### src/sbal_pkg.sv
// Package for the stack block allocator: field widths, request kinds,
// default parameter values and the result record.
// No dependencies.
package sbal_pkg;

  // Field widths
  localparam int unsigned ADDR_W = 25;
  localparam int unsigned LEN_W  = 32;
  localparam int unsigned CFG_W  = 7;
  localparam int unsigned KIND_W = 2;

  // Default sizing
  localparam int unsigned DEF_MAX_BLOCKS = 64;
  localparam int unsigned DEF_MEM_BYTES  = 16777216;
  localparam int unsigned DEF_ALLOC_BASE = 16384;

  // Reset value of the max_blocks register
  localparam logic [CFG_W-1:0] CFG_MAX_BLOCKS_RST = 7'd64;

  // Block granule: lengths are rounded up to 32 bytes
  localparam int unsigned GRAN_MASK = 31;

  // Request kinds
  localparam logic [KIND_W-1:0] KIND_ALLOC  = 2'd0;
  localparam logic [KIND_W-1:0] KIND_FREE   = 2'd1;
  localparam logic [KIND_W-1:0] KIND_INIT   = 2'd2;
  localparam logic [KIND_W-1:0] KIND_DEINIT = 2'd3;

  // One result transaction
  typedef struct packed {
    logic [ADDR_W-1:0] address;
    logic              ok;
    logic [ADDR_W-1:0] freed_length;
  } res_t;

endpackage

### src/sbal_ram.sv
// Generic single-write, single-read RAM with a registered read port.
// Used for the length stack; no dependencies.
module sbal_ram #(
  parameter int unsigned WIDTH = 25,
  parameter int unsigned DEPTH = 64
) (
  input  logic                                       clk_i,
  input  logic                                       we_i,
  input  logic [(DEPTH > 1 ? $clog2(DEPTH) : 1)-1:0] waddr_i,
  input  logic [WIDTH-1:0]                           wdata_i,
  input  logic                                       re_i,
  input  logic [(DEPTH > 1 ? $clog2(DEPTH) : 1)-1:0] raddr_i,
  output logic [WIDTH-1:0]                           rdata_o
);

  logic [WIDTH-1:0] mem_q [DEPTH];

  // Write port
  always_ff @(posedge clk_i) begin
    if (we_i) begin
      mem_q[waddr_i] <= wdata_i;
    end
  end

  // Registered read port
  always_ff @(posedge clk_i) begin
    if (re_i) begin
      rdata_o <= mem_q[raddr_i];
    end
  end

endmodule

### src/stack_block_allocator_top.sv
// Stack block allocator: LIFO allocator with the length stack held in RAM.
// Alloc, init, deinit and failed free write their result straight into the output register if it is free;
// a successful free first reads the stack RAM in state READ, then writes its result.
// Throughput: one transaction per cycle while in_stall is low; a successful free or a held result raises it.
// Reset clears the top pointer, count, ready flag and capacity; max_blocks
// resets to 64. The stack RAM is not cleared; entries are read only once pushed.
// Depends on sbal_pkg and sbal_ram.
module stack_block_allocator_top #(
  parameter int unsigned MAX_BLOCKS = sbal_pkg::DEF_MAX_BLOCKS,
  parameter int unsigned MEM_BYTES  = sbal_pkg::DEF_MEM_BYTES,
  parameter int unsigned ALLOC_BASE = sbal_pkg::DEF_ALLOC_BASE
) (
  input  logic                         clk_i,
  input  logic                         rst_ni,
  // Configuration write channel
  input  logic                         cfg_valid,
  output logic                         cfg_ready,
  input  logic [sbal_pkg::CFG_W-1:0]   cfg_max_blocks_i,
  // Request channel
  input  logic                         in_valid,
  output logic                         in_stall,
  input  logic [sbal_pkg::KIND_W-1:0]  kind_i,
  input  logic [sbal_pkg::LEN_W-1:0]   req_length_i,
  // Result channel
  output logic                         out_valid,
  input  logic                         out_stall,
  output logic [sbal_pkg::ADDR_W-1:0]  address_o,
  output logic                         ok_o,
  output logic [sbal_pkg::ADDR_W-1:0]  freed_length_o
);

  import sbal_pkg::*;

  localparam int unsigned CNT_W = $clog2(MAX_BLOCKS + 1);
  localparam int unsigned IDX_W = (MAX_BLOCKS > 1) ? $clog2(MAX_BLOCKS) : 1;
  localparam int unsigned RND_W = LEN_W + 1;

  localparam logic [ADDR_W-1:0] MemTop  = ADDR_W'(MEM_BYTES);
  localparam logic [ADDR_W-1:0] BaseAdr = ADDR_W'(ALLOC_BASE);
  localparam logic [CNT_W-1:0]  CntMax  = CNT_W'(MAX_BLOCKS);
  localparam logic [RND_W-1:0]  RndAdd  = RND_W'(GRAN_MASK);

  // Controller states
  localparam logic [1:0] ST_IDLE = 2'd0;
  localparam logic [1:0] ST_READ = 2'd1;
  localparam logic [1:0] ST_HOLD = 2'd2;

  logic [1:0]        state_q, state_d;
  logic [CFG_W-1:0]  max_blocks_q;
  logic [ADDR_W-1:0] top_q, top_d;
  logic [CNT_W-1:0]  used_q, used_d;
  logic [CNT_W-1:0]  cap_q, cap_d;
  logic              ready_q, ready_d;
  res_t              res_q, res_d;
  res_t              out_q, out_d;
  logic              out_valid_q, out_valid_d;

  logic              in_fire;
  logic              slot_free;
  logic              exec;
  logic              free_ok;
  logic [RND_W-1:0]  rounded;
  logic [ADDR_W-1:0] room;
  logic              ram_we;
  logic              ram_re;
  logic [IDX_W-1:0]  ram_waddr;
  logic [IDX_W-1:0]  ram_raddr;
  logic [ADDR_W-1:0] ram_rdata;
  logic [CNT_W-1:0]  used_dec;

  // Configuration register is always writable
  assign cfg_ready = 1'b1;

  always_ff @(posedge clk_i or negedge rst_ni) begin
    if (!rst_ni) begin
      max_blocks_q <= CFG_MAX_BLOCKS_RST;
    end else if (cfg_valid && cfg_ready) begin
      max_blocks_q <= cfg_max_blocks_i;
    end
  end

  // Handshake helpers
  assign in_stall  = (state_q != ST_IDLE);
  assign in_fire   = in_valid && !in_stall;
  assign slot_free = !out_valid_q || !out_stall;
  assign free_ok   = ready_q && (used_q != '0);
  assign used_dec  = used_q - CNT_W'(1);

  // Round the request to the granule in 33-bit arithmetic
  assign rounded = ({1'b0, req_length_i} + RndAdd) & ~RndAdd;
  assign room    = (top_q >= MemTop) ? '0 : (MemTop - top_q);

  // Stack RAM access: push on alloc, read the top entry on free
  assign ram_waddr = used_q[IDX_W-1:0];
  assign ram_raddr = used_dec[IDX_W-1:0];
  assign ram_re    = in_fire && (kind_i == KIND_FREE) && free_ok;

  // Execute the request and update the allocator state
  always_comb begin
    top_d   = top_q;
    used_d  = used_q;
    cap_d   = cap_q;
    ready_d = ready_q;
    res_d   = '0;
    exec    = 1'b0;
    ram_we  = 1'b0;
    if (state_q == ST_READ) begin
      exec         = 1'b1;
      used_d       = used_dec;
      top_d        = (ram_rdata > top_q) ? '0 : (top_q - ram_rdata);
      res_d.address      = top_d;
      res_d.ok           = 1'b1;
      res_d.freed_length = ram_rdata;
    end else if (in_fire && !ram_re) begin
      exec = 1'b1;
      unique case (kind_i)
        KIND_ALLOC: begin
          if (ready_q && (used_q < cap_q) && (rounded <= {{(RND_W-ADDR_W){1'b0}}, room})) begin
            ram_we        = 1'b1;
            used_d        = used_q + CNT_W'(1);
            top_d         = top_q + rounded[ADDR_W-1:0];
            res_d.address = top_q;
            res_d.ok      = 1'b1;
          end
        end
        KIND_FREE: begin
          res_d.address = top_q;
        end
        KIND_INIT: begin
          if (!ready_q) begin
            top_d   = BaseAdr;
            used_d  = '0;
            ready_d = 1'b1;
            cap_d   = (32'(max_blocks_q) > 32'(MAX_BLOCKS)) ? CntMax
                                                             : CNT_W'(max_blocks_q);
          end
          res_d.address = BaseAdr;
          res_d.ok      = 1'b1;
        end
        KIND_DEINIT: begin
          ready_d  = 1'b0;
          res_d.ok = 1'b1;
        end
        default: begin
          res_d = '0;
        end
      endcase
    end
  end

  // Sequence: a successful free passes through READ; park a result when the output register is occupied
  always_comb begin
    state_d     = state_q;
    out_d       = out_q;
    out_valid_d = out_valid_q && out_stall;
    unique case (state_q)
      ST_IDLE: begin
        if (ram_re) begin
          state_d = ST_READ;
        end else if (exec && slot_free) begin
          out_d       = res_d;
          out_valid_d = 1'b1;
        end else if (exec) begin
          state_d = ST_HOLD;
        end
      end
      ST_READ: begin
        if (slot_free) begin
          out_d       = res_d;
          out_valid_d = 1'b1;
          state_d     = ST_IDLE;
        end else begin
          state_d = ST_HOLD;
        end
      end
      ST_HOLD: begin
        if (slot_free) begin
          out_d       = res_q;
          out_valid_d = 1'b1;
          state_d     = ST_IDLE;
        end
      end
      default: begin
        state_d = ST_IDLE;
      end
    endcase
  end

  // Control registers
  always_ff @(posedge clk_i or negedge rst_ni) begin
    if (!rst_ni) begin
      state_q     <= ST_IDLE;
      top_q       <= '0;
      used_q      <= '0;
      cap_q       <= '0;
      ready_q     <= 1'b0;
      out_valid_q <= 1'b0;
    end else begin
      state_q     <= state_d;
      top_q       <= top_d;
      used_q      <= used_d;
      cap_q       <= cap_d;
      ready_q     <= ready_d;
      out_valid_q <= out_valid_d;
    end
  end

  // Payload registers
  always_ff @(posedge clk_i) begin
    out_q <= out_d;
    if (exec) begin
      res_q <= res_d;
    end
  end

  // Length stack
  sbal_ram #(
    .WIDTH (ADDR_W),
    .DEPTH (MAX_BLOCKS)
  ) u_stack_ram (
    .clk_i   (clk_i),
    .we_i    (ram_we),
    .waddr_i (ram_waddr),
    .wdata_i (rounded[ADDR_W-1:0]),
    .re_i    (ram_re),
    .raddr_i (ram_raddr),
    .rdata_o (ram_rdata)
  );

  assign out_valid      = out_valid_q;
  assign address_o      = out_q.address;
  assign ok_o           = out_q.ok;
  assign freed_length_o = out_q.freed_length;

  // Assertions
  a_used_in_cap: assert property (@(posedge clk_i) disable iff (!rst_ni)
    used_q <= cap_q) else $error("stack count exceeds capacity");

  a_top_in_mem: assert property (@(posedge clk_i) disable iff (!rst_ni)
    top_q <= MemTop) else $error("top pointer beyond memory");

  a_read_after_free: assert property (@(posedge clk_i) disable iff (!rst_ni)
    (state_q == ST_READ) |-> $past(ram_re))
    else $error("stack read state without a free transaction");

  a_push_has_room: assert property (@(posedge clk_i) disable iff (!rst_ni)
    ram_we |-> (ready_q && (used_q < cap_q)))
    else $error("push into a full or unready stack");

  a_single_access: assert property (@(posedge clk_i) disable iff (!rst_ni)
    !(ram_we && ram_re)) else $error("push and pop in the same cycle");

endmodule

### config.mk
export PLATFORM = sky130hd
export DESIGN_NAME = stack_block_allocator_top
export DESIGN_NICKNAME = d
export VERILOG_FILES = /design/src/sbal_pkg.sv /design/src/sbal_ram.sv /design/src/stack_block_allocator_top.sv
export SDC_FILE = /design/constraint.sdc
export NUM_CORES = 2
export LEC_CHECK = 0
export BUFFER_PORTS_ARGS = -buffer_cell sky130_fd_sc_hd__buf_2
export CAP_MARGIN = 20
export CORE_ASPECT_RATIO = 1.75
export CORE_MARGIN = 8
export CORE_UTILIZATION = 45
export CTS_CLUSTER_SIZE = 25
export DETAILED_ROUTE_END_ITERATION = 10
export PLACE_DENSITY = 0.57
export SKIP_CTS_REPAIR_TIMING = 1
export SLEW_MARGIN = 10
export SYNTH_ARGS = -nofsm -noshare
export SYNTH_HDL_FRONTEND = slang
export SYNTH_SLANG_ARGS = --single-unit
### constraint.sdc
create_clock -name clk_i -period 26.2 [get_ports clk_i]
set_input_delay 1.31 -clock clk_i [delete_from_list [all_inputs] [get_ports clk_i]]
set_output_delay 1.31 -clock clk_i [all_outputs]
set_load 0.005 [all_outputs]
==> impl_metrics.csv <==
group,metric,value,unit
run_status,status,"finished clean",
layout,nNetsFinal,3203,
clock_network,clockBufferDepth,3,
synthesis,synth_sequential_area_ratio,73.3,%
global_routing,grt_max_degree,148,
clock_network,clock-root-buffer,"clkbuf_16",
die,die_h,494,um
routing,drtIter0Drc,3155,
power_and_ir_drop,p_sw_share,35.2,%
die,die_w,289,um
routing,avgRoutedWirePerCell,33.1,um
die,rows,175,
placement,hpwl,106,mm
synthesis,yosys_warnings,0,
setup_path,crit_arrival,7950,ps
setup_path,max_stage_delay,1220,ps
run,maxCapViolCount,0,
die,pin_count,100,
setup_path,setup.worst_path.start_class,"input port",
global_routing,grt_overflow_total,0,
power_and_ir_drop,ir_drop,128,uV
sta,rsz0062_at_grt,"false",
sta,maxSlewViolCount,0,
placement,place.gp.congestion,0.927,
power_and_ir_drop,switching_power,2.76,mW
sta,finalSetupTns,0,ps
clock_network,cts_buffers,130,
sta,finalHoldViolCount,0,
global_routing,antenna_found_initial,6,
layout,finalCoreUtilization,51.5,%
layout,synthToLayoutAreaGrowth,13.8,%
routing,vias,29600,
synthesis,async_flop_share,3.47,%
setup_path,path_cells,"buf_2 > and4_1 > o21a_1 > and3_1 > nand3_1 > nor2_1 > nand2_1 > xnor2_2 > buf_4 > ha_1 > nand4_1 > or3_1 > or4_1 > o32ai_1 > o211ai_2 > nor3_2 > nand4b_2 > nor2_2",
global_routing,grt.total_usage,22.6,%
setup_path,critPathBufInv,2,
clock_network,clk_latency,780,ps
worst_hold_path,hp-class,"flop to flop",
sta,tightestPinTransition,1110,ps
sta,min_period,7570,ps
global_routing,grt_pass1_vias,30200,
routing,routed_wl,161,mm
routing,dr.pass1.iters,5,
synthesis,yosysUniqueCellTypes,77,
setup_path,crit_type,"input port to flop",
setup_path,crit_fanout,39,
sta,fin_crit_sh,28.9,%
routing,drtAntennaViolNets,0,
die,core_area,130000,um^2
setup_path,crit_slowest_cell,"nor2_2",
placement,placedCellCount,4583,
power_and_ir_drop,power_frac_comb,39.8,%
global_routing,grt_first_pass_wirelength,227,mm
synthesis,synth_flop_cell,"edfxtp_1",
power_and_ir_drop,power_frac_clock,24.7,%
sta,max_freq,132,MHz
power_and_ir_drop,p_leak,21.6,nW
sta,whs,509,ps
setup_path,crit_path_end_kind,"flop",
die,dieArea,143000,um^2
clock_network,htree_levels,4,
placement,numPortBuffers,93,
clock_network,clkTransAtPathRegs,60,ps
routing,drc,0,
routing,via_per_inst,6.07,
layout,drive_gt1_share,30.1,%
sta,max-slew-margin-rel,26.0,%
synthesis,synth_area,58800,um^2
synthesis,synth_cells,2882,
layout,layoutNonFillerInstCount,4868,
clock_network,cts_tree,"built",
setup_path,crit_required,26580,ps
power_and_ir_drop,pwr-share-seq,35.6,%
sta,finalSetupViolCount,0,
synthesis,synth_seq_cells,1442,
clock_network,cts_sinks,1442,
layout,n_fill_cell,10200,
power_and_ir_drop,p_int,5.07,mW
power_and_ir_drop,powerDensity,117,nW/um^2
synthesis,synth-edff-count,1392,
sta,clock-skew-final,28.8,ps
synthesis,synth_area_per_cell,20.4,um^2
setup_path,crit_family,"simple AND/OR/NAND/NOR gates",
die,start_util,45.2,%
worst min-delay path: cells and delay by family (launching register included):
kind	cells	cell delay, ps
compound gates	1	70
simple gates	1	50
flops	1	350
worst paths after layout:
kind	from	to	slack, ps	cells after the start
hold reg to reg	cap_q[2]	cap_q[2]	510	2
hold / removal	cap_q[2]	cap_q[2]	510	2
setup / recovery	req_length_i[7]	u_stack_ram.mem_q[3][8]	18630	18
setup reg to reg	top_q[5]	u_stack_ram.mem_q[3][8]	18660	13
max in group asynchronous	rst_ni	used_q[0]	24980	2
min in group asynchronous	rst_ni	top_q[20]	690	2
sequential cells by signal (all words and copies together) (netlist names):
signal / cells
ready_q: 1
u_stack_ram.mem_q: 1280
ok_o: 1
out_valid: 1
cap_q: 7
res_q: 46
u_stack_ram.rdata_o: 20
max_blocks_q: 7
used_q: 7
top_q: 25
address_o: 25
state_q: 2
freed_length_o: 20
per-stage QoR:
stage	area [um^2]	setup slack (ps)	total power, mW
2_1_floorplan	58800	17000	4.73
3_3_place_gp	61700	17780	5.92
3_5_place_dp	61800	17710	5.96
4_1_cts	66100	18520	7.89
5_1_grt	66800	18160	8.05
6_report	66800	18630	7.83
metal layers:
metal / vias to the layer above / GRT usage, % / part of all wire [%]
met2: 1219 / 39.6 / 52
met4: 0 / 10.6 / 5.2
li1: 12300 / - / -
met5: - / 0 / 0
met3: 259 / 3.61 / 6.2
met1: 15800 / 27.2 / 36
cell usage after synthesis, types with 4 or more instances:
cell | count | share of area (%)
inv_1 | 57 | 0.36
o22ai_1 | 4 | 0.043
mux4_2 | 420 | 16
mux2_2 | 28 | 0.54
nand4_1 | 12 | 0.13
nor4_1 | 10 | 0.11
nand2b_1 | 15 | 0.16
a21oi_1 | 54 | 0.46
xnor2_1 | 42 | 0.63
nand3b_1 | 6 | 0.077
buf_4 | 6 | 0.077
a21o_1 | 14 | 0.18
xor2_1 | 21 | 0.31
or4_1 | 7 | 0.089
o31ai_1 | 22 | 0.28
dfrtp_1 | 49 | 2.1
nor2_1 | 151 | 0.96
o21bai_1 | 6 | 0.077
o21a_1 | 10 | 0.13
ha_1 | 73 | 1.6
nor2b_1 | 10 | 0.11
nand2_1 | 95 | 0.61
o211ai_1 | 5 | 0.064
or3_1 | 12 | 0.13
nor3_1 | 16 | 0.14
edfxtp_1 | 1392 | 71
a31oi_1 | 10 | 0.11
and2_1 | 6 | 0.064
a22o_1 | 16 | 0.24
and3_1 | 11 | 0.12
o21ai_0 | 58 | 0.49
nand3_1 | 23 | 0.20
a211oi_1 | 11 | 0.14
clkbuf_1 | 112 | 0.72
o31a_1 | 5 | 0.075
a22oi_1 | 8 | 0.10
buf_1 | 21 | 0.13
cells in the final DEF (no fill, tap or decap), types with 25 or more instances in the layout:
cell,n
mux4_2,420
ha_1,71
inv_1,57
buf_8,45
a21oi_1,53
o21ai_0,57
dfrtp_1,48
buf_2,93
nor2_1,86
nor2_2,63
edfxtp_1,1392
xnor2_1,25
buf_4,57
mux2_2,28
clkbuf_16,133
nand2_1,95
cell type report:
cell class	instances	area, um^2	area share [%]
Sequential cell	1442	43100	64.4
Inverter	57	214	0.320
Antenna cell	5	12.5	0.0187
Timing Repair Buffer	206	1750	2.62
Multi-Input combinational cell	1245	15400	23.1
Clock buffer	154	3410	5.10
Clock inverter	78	891	1.33
Tap cell	1681	2100	3.15
power by group through the flow:
stage | logic [mW] | clock network, mW | registers [mW]
4_1_cts | 3.14 | 1.97 | 2.78
3_5_place_dp | 3.13 | 0 | 2.83
5_1_grt | 3.22 | 2.05 | 2.79
6_report | 3.11 | 1.93 | 2.78
2_1_floorplan | 1.93 | 0 | 2.80
3_3_place_gp | 3.09 | 0 | 2.83
cells by family after synthesis:
family                     count (synthesis)  share of synthesized area, %
xor gates and xnor gates                  63                         0.939
muxes                                    452                          16.7
adders and majority gates                 75                          1.62
AOI/OAI and AO/OA                        256                          2.92
buffers and inverters                    199                          1.32
DFF                                     1442                          73.3
other                                      2                        0.0128
and+or+nand+nor                          393                          3.21
(Power assumes the default switching activity.)
